==> src/rtl/decimal_entry_parser_core_defines.svh <==
// assertion macros shared by the parser core
`ifndef DECIMAL_ENTRY_PARSER_CORE_DEFINES_SVH
`define DECIMAL_ENTRY_PARSER_CORE_DEFINES_SVH

// same-cycle implication, checked outside reset
`define DEP_ASSERT_IMP(lbl, ante, cons) \
  lbl: assert property (@(posedge clk) disable iff (rst) (ante) |-> (cons)) \
    else $error("parser core check failed");

// next-cycle implication, checked outside reset
`define DEP_ASSERT_NXT(lbl, ante, cons) \
  lbl: assert property (@(posedge clk) disable iff (rst) (ante) |=> (cons)) \
    else $error("parser core check failed");

`endif

==> src/rtl/dep_pkg.sv <==
package dep_pkg;

  localparam logic [7:0]  CODE_ERASE = 8'd127;
  localparam logic [7:0]  CODE_CR    = 8'd13;
  localparam logic [7:0]  CODE_ZERO  = 8'd48;
  localparam logic [3:0]  DIGIT_MAX  = 4'd9;
  localparam logic [19:0] RADIX      = 20'd10;
  localparam logic [28:0] RECIP_TEN  = 29'd6554;
  localparam logic [7:0]  COUNT_MAX  = 8'hFF;
  localparam logic [15:0] MAX_RESET  = 16'hFFFF;

  typedef enum logic [1:0] {
    OP_DIGIT,
    OP_ERASE,
    OP_ENTER
  } op_t;

  typedef struct packed {
    op_t        op;
    logic [3:0] digit;
  } cmd_t;

endpackage

==> src/rtl/dep_front.sv <==
module dep_front (
  input  logic          in_valid,
  input  logic [7:0]    in_char,
  input  logic          q_full,
  output logic          in_stall,
  output logic          push,
  output dep_pkg::cmd_t cmd
);
  import dep_pkg::*;

  logic [7:0] offset;
  logic       is_digit;

  assign offset   = in_char - CODE_ZERO;
  assign is_digit = (offset[7:4] == 4'd0) && (offset[3:0] <= DIGIT_MAX);

  // queue full holds the link; other bytes are taken and dropped here
  assign in_stall = q_full;

  always_comb begin
    cmd.digit = offset[3:0];
    cmd.op    = OP_DIGIT;
    push      = 1'b0;
    if (in_char == CODE_ERASE) begin
      cmd.op = OP_ERASE;
      push   = in_valid && !q_full;
    end else if (in_char == CODE_CR) begin
      cmd.op = OP_ENTER;
      push   = in_valid && !q_full;
    end else if (is_digit) begin
      push = in_valid && !q_full;
    end
  end

endmodule

==> src/rtl/dep_queue.sv <==
module dep_queue #(
  parameter int DEPTH = 2
) (
  input  logic          clk,
  input  logic          rst,
  input  logic          push,
  input  dep_pkg::cmd_t push_cmd,
  input  logic          pop,
  output logic          head_valid,
  output dep_pkg::cmd_t head_cmd,
  output logic          full
);
  import dep_pkg::*;

  localparam int AW = (DEPTH > 1) ? $clog2(DEPTH) : 1;
  localparam int CW = $clog2(DEPTH + 1);

  cmd_t          mem [DEPTH];
  logic [AW-1:0] wr_ptr;
  logic [AW-1:0] rd_ptr;
  logic [CW-1:0] count;

  assign head_valid = (count != '0);
  assign full       = (count == CW'(DEPTH));
  assign head_cmd   = mem[rd_ptr];

  always_ff @(posedge clk) begin
    if (push) begin
      mem[wr_ptr] <= push_cmd;
    end
  end

  always_ff @(posedge clk) begin
    if (rst) begin
      wr_ptr <= '0;
      rd_ptr <= '0;
      count  <= '0;
    end else begin
      if (push) begin
        wr_ptr <= (wr_ptr == AW'(DEPTH - 1)) ? '0 : wr_ptr + 1'b1;
      end
      if (pop) begin
        rd_ptr <= (rd_ptr == AW'(DEPTH - 1)) ? '0 : rd_ptr + 1'b1;
      end
      if (push && !pop) begin
        count <= count + 1'b1;
      end else if (pop && !push) begin
        count <= count - 1'b1;
      end
    end
  end

endmodule

==> src/rtl/dep_back.sv <==
module dep_back (
  input  logic          clk,
  input  logic          rst,
  input  logic [15:0]   max_value,
  input  logic          head_valid,
  input  dep_pkg::cmd_t head_cmd,
  output logic          pop,
  output logic          out_valid,
  input  logic          out_stall,
  output logic          kind,
  output logic [7:0]    echo_char,
  output logic [15:0]   value,
  output logic          last
);
  import dep_pkg::*;

  logic [15:0] acc_value;
  logic [7:0]  key_count;
  logic        phase;

  logic        load_ok;
  logic [19:0] digit_next;
  logic [28:0] erase_prod;
  logic        over;
  logic        lone_zero;
  logic        ignore;
  logic        emit;
  logic        emit_kind;
  logic [7:0]  emit_char;
  logic [15:0] emit_value;
  logic        emit_last;
  logic        phase_next;

  assign load_ok    = !out_valid || !out_stall;
  assign digit_next = {4'd0, acc_value} * RADIX + {16'd0, head_cmd.digit};
  assign erase_prod = {13'd0, acc_value} * RECIP_TEN;
  assign over       = digit_next > {4'd0, max_value};
  assign lone_zero  = (acc_value == 16'd0) && (key_count != 8'd0);
  assign ignore     = over || (lone_zero && (head_cmd.digit == 4'd0));

  always_comb begin
    pop        = 1'b0;
    emit       = 1'b0;
    emit_kind  = 1'b0;
    emit_char  = 8'd0;
    emit_value = 16'd0;
    emit_last  = 1'b1;
    phase_next = phase;
    if (head_valid) begin
      case (head_cmd.op)
        OP_ENTER: begin
          emit       = 1'b1;
          emit_kind  = 1'b1;
          emit_value = acc_value;
          pop        = load_ok;
        end
        OP_ERASE: begin
          emit      = 1'b1;
          emit_char = CODE_ERASE;
          pop       = load_ok;
        end
        OP_DIGIT: begin
          if (ignore) begin
            pop = 1'b1;
          end else if (lone_zero && !phase) begin
            // wipe the lone zero on the terminal before echoing the digit
            emit      = 1'b1;
            emit_char = CODE_ERASE;
            emit_last = 1'b0;
            if (load_ok) begin
              phase_next = 1'b1;
            end
          end else begin
            emit      = 1'b1;
            emit_char = CODE_ZERO + {4'd0, head_cmd.digit};
            pop       = load_ok;
            if (load_ok) begin
              phase_next = 1'b0;
            end
          end
        end
        default: begin
          pop = 1'b1;
        end
      endcase
    end
  end

  always_ff @(posedge clk) begin
    if (rst) begin
      acc_value <= 16'd0;
      key_count <= 8'd0;
      phase     <= 1'b0;
      out_valid <= 1'b0;
    end else begin
      phase <= phase_next;
      if (load_ok) begin
        out_valid <= emit;
      end
      if (pop) begin
        case (head_cmd.op)
          OP_ENTER: begin
            acc_value <= 16'd0;
            key_count <= 8'd0;
          end
          OP_ERASE: begin
            acc_value <= erase_prod[28:16] == 13'd0 ? 16'd0 : {3'd0, erase_prod[28:16]};
            if (key_count != 8'd0) begin
              key_count <= key_count - 8'd1;
            end
          end
          OP_DIGIT: begin
            if (!ignore) begin
              acc_value <= digit_next[15:0];
              if (key_count != COUNT_MAX) begin
                key_count <= key_count + 8'd1;
              end
            end
          end
          default: begin
            acc_value <= acc_value;
          end
        endcase
      end
    end
  end

  always_ff @(posedge clk) begin
    if (load_ok && emit) begin
      kind      <= emit_kind;
      echo_char <= emit_char;
      value     <= emit_value;
      last      <= emit_last;
    end
  end

endmodule

==> src/rtl/decimal_entry_parser_core.sv <==
// Decimal entry parser: typed bytes come in on the in channel one word per cycle
// while in_stall is low, and echo words and finished numbers leave on the out
// channel. A front stage sorts each byte into digit, erase or carriage return
// (other bytes are taken and dropped) and queues it; a back stage owns the value
// and keystroke count and emits one result per cycle into an output register
// while the output is not stalled. An erase or return gives one result, a digit
// that replaces a lone zero gives two (erase echo, then digit echo), and a digit
// that is refused is dropped with no result. With the queue empty, the first
// result of a byte passes through the queue and then the output register. The
// queue depth sets how long the input keeps flowing while the output is stalled.
// max_value is written on the cfg channel, which is always ready, and should
// only change while no byte is in flight.
module decimal_entry_parser_core #(
  parameter int QUEUE_DEPTH = 2
) (
  input  logic        clk,
  input  logic        rst,
  input  logic        cfg_valid,
  output logic        cfg_ready,
  input  logic [15:0] max_value,
  input  logic        in_valid,
  output logic        in_stall,
  input  logic [7:0]  in_char,
  output logic        out_valid,
  input  logic        out_stall,
  output logic        kind,
  output logic [7:0]  echo_char,
  output logic [15:0] value,
  output logic        last
);
  import dep_pkg::*;

  `include "decimal_entry_parser_core_defines.svh"

  logic [15:0] max_reg;
  logic        q_push;
  logic        q_full;
  cmd_t        push_cmd;
  cmd_t        head_cmd;
  logic        head_valid;
  logic        pop;

  assign cfg_ready = 1'b1;

  always_ff @(posedge clk) begin
    if (rst) begin
      max_reg <= MAX_RESET;
    end else if (cfg_valid && cfg_ready) begin
      max_reg <= max_value;
    end
  end

  dep_front u_front (
    .in_valid (in_valid),
    .in_char  (in_char),
    .q_full   (q_full),
    .in_stall (in_stall),
    .push     (q_push),
    .cmd      (push_cmd)
  );

  dep_queue #(
    .DEPTH (QUEUE_DEPTH)
  ) u_queue (
    .clk        (clk),
    .rst        (rst),
    .push       (q_push),
    .push_cmd   (push_cmd),
    .pop        (pop),
    .head_valid (head_valid),
    .head_cmd   (head_cmd),
    .full       (q_full)
  );

  dep_back u_back (
    .clk        (clk),
    .rst        (rst),
    .max_value  (max_reg),
    .head_valid (head_valid),
    .head_cmd   (head_cmd),
    .pop        (pop),
    .out_valid  (out_valid),
    .out_stall  (out_stall),
    .kind       (kind),
    .echo_char  (echo_char),
    .value      (value),
    .last       (last)
  );

  // a full queue never takes a word
  `DEP_ASSERT_IMP(a_no_push_when_full, q_full, !q_push)
  // a number word is always the last word of its byte and carries no echo
  `DEP_ASSERT_IMP(a_number_is_last, out_valid && kind, last && (echo_char == 8'd0))
  // only the lone-zero erase echo is followed by a further word
  `DEP_ASSERT_IMP(a_early_word_is_erase, out_valid && !last,
                  !kind && (echo_char == CODE_ERASE))
  // after an early word is taken, the digit echo follows right away
  `DEP_ASSERT_NXT(a_digit_follows_erase, out_valid && !last && !out_stall,
                  out_valid && last && !kind)

endmodule

==> config.mk <==
export PLATFORM = sky130hd
export DESIGN_NAME = decimal_entry_parser_core
export DESIGN_NICKNAME = d
export VERILOG_FILES = /design/src/rtl/dep_pkg.sv /design/src/rtl/dep_front.sv /design/src/rtl/dep_queue.sv /design/src/rtl/dep_back.sv /design/src/rtl/decimal_entry_parser_core.sv
export VERILOG_INCLUDE_DIRS = /design/src /design/src/rtl
export SDC_FILE = /design/constraint.sdc
export NUM_CORES = 1
export LEC_CHECK = 0
export BUFFER_PORTS_ARGS = -buffer_cell sky130_fd_sc_hd__buf_2
export CAP_MARGIN = 40
export CORE_MARGIN = 2
export CORE_UTILIZATION = 30
export CTS_BUF_LIST = sky130_fd_sc_hd__clkbuf_16
export DETAILED_ROUTE_END_ITERATION = 7
export GPL_ROUTABILITY_DRIVEN = 1
export SLEW_MARGIN = 20
export SYNTH_ARGS = -nofsm -noshare
export SYNTH_HDL_FRONTEND = slang
export SYNTH_SLANG_ARGS = --single-unit
export TNS_END_PERCENT = 5
==> constraint.sdc <==
create_clock -name clk -period 15.78 [get_ports clk]
set_clock_uncertainty 0.2 [all_clocks]
set_input_delay 0 -clock clk [delete_from_list [all_inputs] [get_ports clk]]
set_output_delay 0 -clock clk [all_outputs]
set_load 0.01 [all_outputs]
==> Yosys cells after proc, flatten, opt, wreduce, memory -nomap -nowiden <==
Memory sizes are Yosys's and may differ from the RTL's. A register that Yosys moved wholly into a read port is not among the register bits.
Index checks and enable logic that the tools add are counted.
{ "totals": {"register_bits": 72, "latch_bits": 0, "ram_bits": 12, "rom_bits": 0, "input_bits": 29, "n_memories": 1} }
{ "mem_list": {"columns": ["name", "depth", "word_bits", "read_ports", "rd_clocked_by_memory_dff", "write_ports", "line_no", "text"], "rows": [
  ["u_queue.mem", 2, 6, 1, 1, 1, "dep_queue.sv:18", "cmd_t mem [DEPTH];"]
]} }
{ "classes": {"add_sub_neg": 9, "n_mul": 2, "div": 0, "magnitude_cmp": 2, "eq_ne": 9, "shifts": 0, "muxes": 35, "n_bitwise": 3, "n_reduce_logical": 31} }
{ "ops": {"columns": ["op", "n"], "rows": [
  ["16-bit one-hot mux with 3 select lines", 1],
  ["8-bit 2-to-1 mux", 5],
  ["16-bit by 12-bit multiplier with 28-bit output, second input constant", 1],
  ["8-bit one-hot mux with 3 select lines", 1],
  ["20-bit by 4-bit adder with 20-bit output", 1],
  ["20-bit by 16-bit greater-than comparator with 1-bit output", 1],
  ["16-bit by 3-bit multiplier with 19-bit output, second input constant", 1],
  ["1-bit 2-to-1 mux", 19],
  ["16-bit logical NOT", 1],
  ["16-bit 2-to-1 mux", 1],
  ["8-bit one-hot mux with 2 select lines", 1],
  ["13-bit logical NOT", 1],
  ["13-bit 2-to-1 mux", 1],
  ["8-bit by 1-bit adder with 8-bit output, second input constant", 1],
  ["8-bit by 4-bit equality test with 1-bit output, second input constant", 1],
  ["8-bit by 7-bit equality test with 1-bit output, second input constant", 1],
  ["1-bit logical AND", 8],
  ["4-bit logical NOT", 2],
  ["2-bit 2-to-1 mux", 4],
  ["8-bit inequality test, second input constant", 1],
  ["8-bit nonzero test", 1],
  ["8-bit by 1-bit subtractor with 8-bit output, second input constant", 1],
  ["8-bit by 6-bit subtractor with 8-bit output, second input constant", 1],
  ["6-bit by 4-bit adder with 7-bit output, first input constant", 1],
  ["21 further kinds", 34]
]} }

==> Logic depth before layout (Yosys ltp) <==
Gate-level depths: netlist (run 1).
{ "depth": {"depth_word": 10, "ltp_mapped": 23} }

==> By module <==
Synthesis (run 1) repeated with hierarchy kept, for this count alone.
{ "hier_totals": {"hier_cells": 933, "area_unflattened_um2": 8942.3} }
{ "by_module_without_submodules": {"columns": ["mod", "instances", "cells_per_inst", "area_each_um2"], "rows": [
  ["dep_back", 1, 821, 7581.0],
  ["dep_queue", 1, 41, 641.9],
  ["decimal_entry_parser_core", 1, 55, 610.6],
  ["dep_front", 1, 16, 108.9]
]} }

==> Worst setup path before layout (run 1) <==
No wires, ideal clock.
{ "synth_timing": {"kind": "register to register", "from": "register u_back.acc_value[1]", "to": "register u_back.echo_char[0] (enable)", "arrival_ns": 5.885, "required_time_ns": 15.167, "slack_ns": 9.282, "stages_incl_launch_ff": 20, "synth_period_minus_slack_ns": 6.498, "path_cell_list": "dfxtp_1 > ha_1 > ha_1 > fa_1 > a21o_1 > a221oi_2 > o21ai_0 > a21boi_1 > nor2_1 > nor3_1 > xnor2_1 > ha_1 > a21oi_1 > o21ai_0 > or4_1 > a311oi_1 > nand3_1 > a21oi_4 > o21ai_1 > a21oi_1"} }
{ "synth_between": {"elab_chain_cells": 8, "elab_cells_between_ends": 11, "cone_classes": "add/sub (1); mul (1); order compare (1); mux (3); reduce/logical (5)"} }
{ "synth_rtl": {"columns": ["element", "line_no", "text"], "rows": [
  ["from (decl)", "dep_back.sv:17", "logic [15:0] acc_value;"],
  ["from (signal assigned)", "dep_back.sv:107", "acc_value <= erase_prod[28:16] == 13'd0 ? 16'd0 : {3'd0, erase_prod[28:16]};"],
  ["from (signal assigned)", "dep_back.sv:114", "acc_value <= digit_next[15:0];"],
  ["from (signal assigned)", "dep_back.sv:121", "acc_value <= acc_value;"],
  ["16-bit by 3-bit multiplier with 19-bit output or 16-bit logical NOT (tied branches)", "dep_back.sv:35, dep_back.sv:38", null],
  ["20-bit by 4-bit adder with 20-bit output or 1-bit logical AND (tied branches)", "dep_back.sv:35, dep_back.sv:38", null],
  ["20-bit by 16-bit greater-than comparator with 1-bit output or 1-bit logical AND (tied branches)", "dep_back.sv:37, dep_back.sv:39", null],
  ["1-bit logical OR *", "dep_back.sv:39", "assign ignore = over || (lone_zero && (head_cmd.digit == 4'd0));"],
  ["1-bit 2-to-1 mux *", "dep_back.sv:63", "if (ignore) begin"],
  ["1-bit one-hot mux with 2 select lines *", "dep_back.sv:50", "case (head_cmd.op)"],
  ["1-bit 2-to-1 mux *", "dep_back.sv:49", "if (head_valid) begin"],
  ["1-bit logical AND *", "dep_back.sv:129", "if (load_ok && emit) begin"],
  ["to (signal assigned)", "dep_back.sv:131", "echo_char <= emit_char;"],
  ["to (decl)", "dep_back.sv:11", "output logic [7:0] echo_char,"]
]} }
Every way passes the cells marked *; elsewhere a longest branch is shown, timed or not.
A chain may end at the register's enable or synchronous reset.

==> Worst setup path after layout (run 1) <==
{ "layout_timing": {"from": "register u_back.acc_value[1]", "to": "register u_back.out_valid"} }
{ "layout_between": {"elab_chain_cells": 7, "elab_cells_between_ends": 10, "cone_classes": "add/sub (1); mul (1); order compare (1); mux (3); reduce/logical (4)"} }
{ "layout_rtl": {"columns": ["element", "line_no", "text"], "rows": [
  ["16-bit by 3-bit multiplier with 19-bit output or 16-bit logical NOT (tied branches)", "dep_back.sv:35, dep_back.sv:38", null],
  ["20-bit by 4-bit adder with 20-bit output or 1-bit logical AND (tied branches)", "dep_back.sv:35, dep_back.sv:38", null],
  ["20-bit by 16-bit greater-than comparator with 1-bit output or 1-bit logical AND (tied branches)", "dep_back.sv:37, dep_back.sv:39", null],
  ["1-bit logical OR *", "dep_back.sv:39", null],
  ["1-bit 2-to-1 mux *", "dep_back.sv:63", null],
  ["1-bit one-hot mux with 2 select lines *", "dep_back.sv:50", null],
  ["1-bit 2-to-1 mux *", "dep_back.sv:49", null],
  ["to (signal assigned)", "dep_back.sv:98", "out_valid <= emit;"],
  ["to (decl)", "dep_back.sv:8", "output logic out_valid,"]
]} }
Marked as above.

==> reports/results.tsv, run 1 <==
metric	value	unit
status	finished clean	
Routed WL	24100	um
most frequent cells after synthesis	inv_1 (159), ha_1 (148), nand2_1 (69), fa_1 (61), a21oi_1 (58)	
Post-CTS Setup Inserts	0	
H-tree depth	3	
synth warn	0	
Leak	4.95	nW
number of diodes	0	
fin util	0.356	
Clock Pin Slew Worst Setup and Hold Paths	70	ps
CP Capture Type	register	
Crit Path Category	reg2reg	
Critical Path AT	6530	ps
min-delay src	cfg_valid	
CTS sink count	83	
share of the synthesized area in the top cell type	0.208	
PwrDens	66.7	mW/mm^2
post-placement worst setup slack	9410	ps
synth-to-layout area growth	17.8	%
setup TNS	0	ps
WHS Endpoint	max_reg[3]$_SDFFE_PP1P_	
NetSw	0.000264	W
hold path cells	2	
Iter 0 DRT Violations	369	
P_int	0.000437	W
Setup crit start kind	register	
max-slew violations	0	
Synth Instances	957	
hold buffer count at cts	60	
DR vias/cell	5.02	
RSZ-0062 raised after global routing	no	
cts bufs inserted	9	
Mapped Area	0.00891	sq mm
Rel. slew slack	0.554	
final hold vios	0	
clock share of power	0.307	
R2R cell count	18	
sequential-to-total area share from yosys stat	0.227	
io pins	58	
f_max	156	MHz
grt met2 use	0.268	
multi-input logic area	0.00617	sq mm
Worst Tran Pin Value	663	ps
# fillers	3050	
Port Buffers	55	
die area	0.0311	sq mm
met3 Track Usage GR	0.0269	
die width	176	um
Seq. cell area	0.00202	sq mm
required time of the critical path	15880	ps
CTS tree	yes	
First-pass DRT Iterations	6	
largest net degree at the start of global routing	32	
Root Buffer	clkbuf_16	
MaxCap Viol Count	0	
initial antenna violation count	0	
Async SR Flop Fraction	0	
GR peak layer	met2	
met1 Use GR	0.209	
critical path peak fanout	9	
Cell variety after synth	70	
# rows	63	
final worst setup slack	9350	ps
Post-CTS Resized	0	
combinational share of power	0.348	
main flop type after synthesis	dfxtp_1	
hold crit path type	in2reg	
Vias	7309	
VDD IR max	74.8	uV
Skew-Pair Late Insertion Delay	360	ps
top cell type by total area after synthesis	ha_1	
number of global-route vias before repair	7295	
Switching Share	0.377	
Total Routing Usage GR	0.158	
die height	176	um
DRC	0	
Setup-failing EPs final	0	
Avg Cell Area, Syn	9.32	sq um
largest cells by area after synthesis	ha_1 (21%), fa_1 (14%), edfxtp_1 (12%), dfxtp_1 (11%), inv_1 (6.7%)	
Synth Register Bits	83	
minimum clock period	6430	ps
RR Endpoint	u_back.out_valid$_SDFFE_PP0N_	
clk buf depth	2	
first-pass GRT wire length	38500	um
Final ANT Viol Nets	0	
grt total ovfl	0	
wire per inst	16.6	um
reg2reg setup slack	9350	ps
reg2reg start	u_back.acc_value[1]$_SDFFE_PP0P_	
final worst path period share	0.407	
share of layout cells above drive strength 1	0.0918	
Post-synth EDFFs	36	
top-count cell post-synth	inv_1	
gp weighted congestion	0.906	
Core Area	0.0295	sq mm
post-synthesis net count	1195	
Post-DP HPWL	19000	um
Seq pwr share	0.345	
nets	1300	
Initial Utilization	0.302	
[how the worst max path moves through the flow]
stage | start | to | cells past startpoint
2_1_floorplan | u_back.acc_value[1]$_SDFFE_PP0P_ | u_back.echo_char[0]$_SDFFCE_PP0P_ | 19
3_3_place_gp | u_back.acc_value[1]$_SDFFE_PP0P_ | u_back.value[6]$_SDFFCE_PN0P_ | 20
3_5_place_dp | u_back.acc_value[1]$_SDFFE_PP0P_ | u_back.value[8]$_SDFFCE_PN0P_ | 20
4_1_cts | u_back.acc_value[1]$_SDFFE_PP0P_ | u_back.echo_char[0]$_SDFFCE_PP0P_ | 20
5_1_grt | u_back.acc_value[1]$_SDFFE_PP0P_ | u_back.echo_char[0]$_SDFFCE_PP0P_ | 20
6_report | u_back.acc_value[1]$_SDFFE_PP0P_ | u_back.out_valid$_SDFFE_PP0N_ | 18
[metrics by stage]
stage / power [W] / cells / cell area [sq um] / hold slack [ps]
after global placement: 0.000470 / 1379 / 9580 / 5.27
after detailed placement: 0.000475 / 1380 / 9600 / 12.5
final: 0.000701 / 1457 / 10500 / 7.18
after floorplan: 0.000411 / 957 / 8910 / -101
after global routing: 0.000740 / 1457 / 10500 / 28.3
after CTS: 0.000700 / 1456 / 10500 / 1.31
[per-layer routing]
metal	wire [um]	part of all wire	up-vias
li1	-	-	3562
met1	11100	0.46	3554
met2	11400	0.47	167
met3	1170	0.048	26
met4	445	0.018	0
met5	0	0	-
[cells in the final DEF (no fill, tap or decap), types with 17 or more instances in the layout]
| master | synthesis | layout |
|---|---|---|
| a21o_1 | 17 | 17 |
| nor2_1 | 35 | 35 |
| buf_2 | 0 | 55 |
| xnor2_1 | 26 | 26 |
| nand2_1 | 69 | 69 |
| a21oi_1 | 58 | 57 |
| fa_1 | 61 | 61 |
| dlygate4sd3_1 | 0 | 60 |
| inv_1 | 159 | 159 |
| o211ai_1 | 24 | 24 |
| edfxtp_1 | 36 | 36 |
| dfxtp_1 | 47 | 47 |
| and3_1 | 23 | 23 |
| ha_1 | 148 | 148 |
[layout make-up]
cell class,count,area share
Clock inverter,7,0.00643
Sequential cell,83,0.192
Clock buffer,9,0.0214
Inverter,160,0.0572
Timing Repair Buffer,120,0.0884
Tap cell,390,0.0465
Multi-Input combinational cell,688,0.588
[power by group through the flow]
stage               registers, W  clock network [W]  logic [W]
finish                  0.000242           0.000215   0.000244
CTS                     0.000242           0.000218   0.000241
detailed placement      0.000247                  0   0.000228
global placement        0.000246                  0   0.000223
global route            0.000243           0.000225   0.000272
floorplan               0.000242                  0   0.000168
[logic make-up after synthesis]
logic type	count (synthesis)	synth area share
DFF	83	0.227
adders and majority gates	209	0.345
xor gates and xnor gates	42	0.0413
muxes	19	0.0218
buffers and inverters	186	0.0813
AOI/OAI and AO/OA	202	0.160
other	2	0.000842
and+or+nand+nor	214	0.123
[critical path: stages (launching register included)]
cell and delay, ps:
dfxtp_1 580, ha_1 310, ha_1 230, fa_1 440, a21o_1 200, a221oi_2 380
xnor2_1 250, nand4_1 190, xnor2_1 470, ha_1 360, nand4_1 130, a211oi_1 60
or4_1 500, a311oi_1 500, nand3_1 340, a21oi_4 360, o21ai_1 140, a21oi_1 160
dlygate4sd3_1 560
Note: power is estimated with default switching activity, not from simulation.
==> run 2: changes to the inputs <==
==> constraint.sdc (replaced) <==
create_clock -name clk -period 6.55 [get_ports clk]
set_clock_uncertainty 0.2 [all_clocks]
set_input_delay 0 -clock clk [delete_from_list [all_inputs] [get_ports clk]]
set_output_delay 0 -clock clk [all_outputs]
set_load 0.01 [all_outputs]
==> run 2 against run 1 <==
First-iteration DRC count increased by 31%. Wire length decreased by 2.1%. Final cell count increased by 0.82%. Core utilization increased by 0.42 points. Worst hold slack improved by 160 ps. Clock-buffer cell count unchanged. Clock power increased to 2.7 times the previous value. Highest routed layer unchanged.
==> reports/results.tsv, run 2 (synthesis gave the netlist of run 1 again) <==
metric	value	unit	change
Post-DP HPWL	19000	um	about the same
Skew-Pair Late Insertion Delay	340	ps	-20 ps
multi-input logic area	0.00618	sq mm	about the same
die height	176	um	unchanged
DRC	0		unchanged
share of layout cells above drive strength 1	0.103		+0.0110
PwrDens	164	mW/mm^2	+150%
critical path peak fanout	8		-1
number of diodes	0		unchanged
Routed WL	23600	um	-2.1%
dpl cell area	0.00969	sq mm	+1.0%
Clock Pin Slew Worst Setup and Hold Paths	70	ps	about the same
nets	1312		+0.92%
RSZ-0062 raised after global routing	no		
Vias	7297		-0.16%
f_max	163	MHz	+4.6%
Setup crit start kind	register		
Total Routing Usage GR	0.154		-0.00415
largest net degree at the start of global routing	32		unchanged
synth-to-layout area growth	19.2	%	
setup TNS	0	ps	unchanged
final worst path period share	0.939		+0.531
Setup-failing EPs final	0		unchanged
Crit Path Category	reg2reg		
# rows	63		unchanged
CTS tree	yes		
commonest non-fill, non-tap cells in the layout	inv_1 (159), ha_1 (148), nand2_1 (69)		
slowest stage delay, CP	580	ps	about the same
max-slew violations	0		unchanged
family with the most delay on the worst path	compound AO/OA/AOI/OAI gates		
MaxCap Viol Count	0		unchanged
initial antenna violation count	0		unchanged
CTS sink count	83		unchanged
CP Capture Type	register		
grt total ovfl	0		unchanged
Iter 0 DRT Violations	483		+31%
final instance area	0.0106	sq mm	+1.2%
Critical Path AT	6230	ps	-300 ps
Final ANT Viol Nets	0		unchanged
First-pass DRT Iterations	7		+1
CP max-delay cell	dfxtp_1		
Leak	5.04	nW	+1.8%
required time of the critical path	6630	ps	-9250 ps
Root Buffer	clkbuf_16		
VDD IR max	150	uV	+100%
Core Area	0.0295	sq mm	unchanged
Post-CTS Setup Inserts	0		unchanged
# fillers	3007		-1.4%
Rel. slew slack	0.446		-0.108
Port Buffers	55		unchanged
io pins	58		unchanged
clk buf depth	2		unchanged
H-tree depth	3		unchanged
most common cell after layout, fill and taps aside	inv_1		
Initial Utilization	0.302		unchanged
Worst Tran Pin Value	831	ps	+168 ps
Worst Path Buf+Inv	1		unchanged
cts bufs inserted	9		unchanged
hold crit path type	in2reg		
Power Total	0.00174	W	+150%
Seq. cell area	0.00202	sq mm	unchanged
ordered cell list for the critical path	ha_1 > ha_1 > a21o_1 > a211oi_1 > o21ai_0 > a21boi_1 > nor2_1 > nor3_1 > xnor2_1 > ha_1 > a21oi_1 > o21ai_0 > or4_1 > a311oi_1 > nand3_1 > a21oi_4 > o21ai_1 > a21oi_1 > dlygate4sd3_1		
minimum clock period	6150	ps	-281 ps
number of global-route vias before repair	7310		+0.21%
first-pass GRT wire length	37700	um	-2.0%
final hold vios	0		unchanged
DR vias/cell	4.97		-0.98%
Worst path most repeated cell	ha_1		
Hold WS	166	ps	+159 ps
die width	176	um	unchanged
die area	0.0311	sq mm	unchanged
status	finished clean		
gp weighted congestion	0.934		+3.1%
wire per inst	16.1	um	-2.9%
## run 2: changes by cell type in the layout (fill, tap and decap cells not counted), sizes merged
cell and change:
buf +12, bufinv +2, clkinvlp -2
## run 2: metal layers
metal  vias up  share of wire  wire [um]  GRT usage
met2       163           0.47      11200      0.264
met3        30          0.037        879     0.0159
met4         0          0.020        463     0.0427
met1      3524           0.47      11100      0.207
met5         -              0          0          0
li1       3580              -          -          -
## run 2: where the power goes
group          total [W]  leakage, nW  internal [W]  switching [W]
clock           0.000575        0.159      0.000341       0.000234
sequential      0.000577        0.713      0.000558      0.0000195
combinational   0.000588         4.16      0.000228       0.000360
## run 2: worst register-to-register path: stages, from the launching register on
cell	delay [ps]
dfxtp_1	580
ha_1	370
ha_1	400
a21o_1	230
a211oi_1	320
o21ai_0	230
a21boi_1	240
nor2_1	100
nor3_1	250
xnor2_1	220
ha_1	320
a21oi_1	130
o21ai_0	120
or4_1	530
a311oi_1	460
nand3_1	320
a21oi_4	210
o21ai_1	110
a21oi_1	170
dlygate4sd3_1	580
## run 2: path summary, 6_finish.rpt
check / startpoint / depth (start not counted) / slack, ps / endpoint
worst max register to register: u_back.acc_value[10]$_SDFFE_PP0P_ / 19 / 400 / u_back.out_valid$_SDFFE_PP0N_
worst min register to register: u_back.key_count[5]$_SDFFE_PP0P_ / 2 / 290 / u_back.key_count[5]$_SDFFE_PP0P_
worst max-delay path: u_back.acc_value[10]$_SDFFE_PP0P_ / 19 / 400 / u_back.out_valid$_SDFFE_PP0N_
worst min-delay path: in_valid / 3 / 170 / u_queue.mem[0][5]$_DFFE_PP_
## run 2: through the flow
step	worst slack (ps)	cells	util
after CTS	405	1469	0.360
after global routing	37.4	1469	0.361
after detailed placement	440	1393	0.329
after floorplan	52.2	957	-
final	402	1469	0.361
after global placement	492	1392	0.328
## run 2: cell type report
class,instances,share of cell area
multi-input combinational,688,0.581
clock buffer,9,0.0212
sequential,83,0.190
tap,390,0.0459
clock inverter,7,0.00989
inverter,160,0.0565
timing repair buffer,132,0.0951
## run 2: what timing repair did
item	CTS	global route
hold endpoints to repair	42	0
setup endpoints to repair	0	1
resized for setup	0	1
hold buffers	60	0
==> run 3: changes to the inputs <==
--- a/config.mk
+++ b/config.mk
@@ -6,6 +6,7 @@
 export SDC_FILE = /design/constraint.sdc
 export NUM_CORES = 1
 export LEC_CHECK = 0
+export ABC_AREA = 1
 export BUFFER_PORTS_ARGS = -buffer_cell sky130_fd_sc_hd__buf_2
 export CAP_MARGIN = 40
 export CORE_MARGIN = 2
==> run 3 against run 2 <==
Wire length is 16% higher. Global-route usage is 1.7 points higher. Clock-buffer cell count unchanged. Fmax rose by 9.0%. Via count is 12% higher. First-iteration DRC count is 1.9% lower. Synthesized area grew 5.4%. Worst hold slack improved by 49 ps. Cell area up 4.2%. Final cell count up 18%. Synthesized cell count rose by 28%. Register-to-register slack better by 510 ps. Largest cell class unchanged.
==> reports/results.tsv, run 3 <==
metric	value	unit	change
die area	0.0328	sq mm	+5.3%
Setup-failing EPs final	0		unchanged
number of diodes	0		unchanged
# fillers	3264		+8.5%
multi-input logic area	0.00632	sq mm	+2.4%
final hold vios	0		unchanged
CP Capture Type	register		
DRC	0		unchanged
hold buffer count at cts	61		+1.7%
DR vias/cell	4.70		-5.3%
cts bufs inserted	9		unchanged
Critical Path AT	5680	ps	-550 ps
minimum clock period	5640	ps	-508 ps
Async SR Flop Fraction	0		unchanged
Mapped Area	0.00940	sq mm	+5.4%
Core Area	0.0307	sq mm	+4.3%
top-count cell post-synth	inv_1		
die height	181	um	+2.6%
Rel. slew slack	0.455		+0.00935
Iter 0 DRT Violations	474		-1.9%
setup TNS	0	ps	unchanged
Port Buffers	55		unchanged
First-pass DRT Iterations	5		-2
first-pass GRT wire length	43800	um	+16%
wire per inst	15.8	um	-1.9%
most frequent cells after synthesis	inv_1 (245), nand2_1 (237), ha_1 (148), nor2_1 (127), a21oi_1 (64)		
gp weighted congestion	0.954		+2.2%
status	finished clean		
io pins	58		unchanged
MaxCap Viol Count	0		unchanged
Root Buffer	clkbuf_16		
Post-CTS Setup Inserts	0		unchanged
Seq. cell area	0.00202	sq mm	unchanged
Clock Pin Slew Worst Setup and Hold Paths	70	ps	about the same
Synth Register Bits	83		unchanged
Routed WL	27500	um	+16%
Vias	8182		+12%
most common cell after layout, fill and taps aside	inv_1		
nets	1577		+20%
die width	181	um	+2.6%
RSZ-0062 raised after global routing	no		
post-synthesis net count	1465		+23%
top cell type by total area after synthesis	ha_1		
main flop type after synthesis	dfxtp_1		
Avg Cell Area, Syn	7.66	sq um	-18%
met1 wire length	13300	um	+20%
largest cells by area after synthesis	ha_1 (20%), fa_1 (13%), edfxtp_1 (12%), dfxtp_1 (10%), inv_1 (9.8%)		
Cell variety after synth	49		-30%
clk buf depth	2		unchanged
Post-DP HPWL	22300	um	+17%
hold crit path type	in2reg		
number of global-route vias before repair	8209		+12%
H-tree depth	3		unchanged
Final ANT Viol Nets	0		unchanged
# rows	64		+1.6%
share of the synthesized area in the top cell type	0.197		-0.0107
Setup crit start kind	register		
Synth Instances	1227		+28%
critical path peak fanout	6		-2
Worst Tran Pin Value	817	ps	-14.0 ps
CTS tree	yes		
initial antenna violation count	0		unchanged
Initial Utilization	0.306		+0.00331
required time of the critical path	6590	ps	-40 ps
final worst path period share	0.861		-0.0775
synth-to-layout area growth	17.8	%	
CTS sink count	83		unchanged
wire length on met2	12300	um	+9.6%
Total Routing Usage GR	0.171		+0.0166
met3 wire length	1010	um	+15%
largest net degree at the start of global routing	33		+3.1%
synth warn	0		unchanged
f_max	177	MHz	+9.0%
Post-synth EDFFs	36		unchanged
Crit Path Category	reg2reg		
max-slew violations	0		unchanged
Post-CTS Resized	0		unchanged
grt total ovfl	0		unchanged
Skew-Pair Late Insertion Delay	350	ps	about the same
sequential-to-total area share from yosys stat	0.215		-0.0117
Max Used Layer	met4		
commonest non-fill, non-tap cells in the layout	inv_1 (245), nand2_1 (237), ha_1 (148)		
share of layout cells above drive strength 1	0.104		+0.00129
==> run 3: per-stage QoR <==
stage / hold slack, ps / std cells / area [sq um] / worst slack, ps / util
floorplan: -101 / 1227 / 9400 / 1770 / -
global placement: 16.5 / 1661 / 10100 / 950 / 0.327
detailed placement: 18.3 / 1663 / 10100 / 968 / 0.329
CTS: 187 / 1740 / 11100 / 933 / 0.360
global route: 208 / 1740 / 11100 / 656 / 0.360
finish: 215 / 1740 / 11100 / 910 / 0.360
==> run 3: final timing paths <==
check	to	cells after the start	slack, ps	startpoint
worst max-delay path	u_back.acc_value[11]$_SDFFE_PP0P_	20	910	u_back.acc_value[9]$_SDFFE_PP0P_
worst max register to register	u_back.acc_value[11]$_SDFFE_PP0P_	20	910	u_back.acc_value[9]$_SDFFE_PP0P_
worst min register to register	u_queue.count[1]$_SDFFE_PP0P_	2	300	u_queue.count[1]$_SDFFE_PP0P_
worst min-delay path	u_queue.mem[1][0]$_DFFE_PP_	2	220	in_char[0]
==> run 3: cell type report <==
type / count / share of cell area
Multi-Input combinational cell: 875 / 0.571
Clock buffer: 9 / 0.0203
Clock inverter: 7 / 0.0115
Tap cell: 396 / 0.0447
Inverter: 251 / 0.0851
Sequential cell: 83 / 0.183
Timing Repair Buffer: 119 / 0.0845
==> run 3: kinds of logic after synthesis <==
| group | share of synthesized area |
|---|---|
| buffers and inverters | 0.112 |
| DFF | 0.215 |
| and+or+nand+nor | 0.241 |
| xor gates and xnor gates | 0.0158 |
| other | 0.000799 |
| AOI/OAI and AO/OA | 0.0888 |
| adders and majority gates | 0.327 |
==> run 3: critical path, stage by stage, from the launching register on <==
cell and delay [ps]:
dfxtp_1 550, inv_1 160, ha_1 320, inv_1 100, fa_1 510, fa_1 510, fa_1 520, fa_1 550
inv_1 40, ha_1 360, a21oi_1 170, inv_1 70, a31oi_1 120, o21ai_0 110, a21oi_1 230, o21ai_0 180
a21oi_1 200, xor2_1 320, o21ai_0 130, nor2_1 100, nor2_1 60
==> run 3: layer usage <==
layer,track usage,up-vias
li1,-,4129
met1,0.238,3818
met2,0.277,199
met3,0.0141,36
met4,0.0634,0
met5,0,-
Power of run 3 is not shown: default switching activity piles up to over one toggle a cycle in this logic, so the estimate is an artifact.
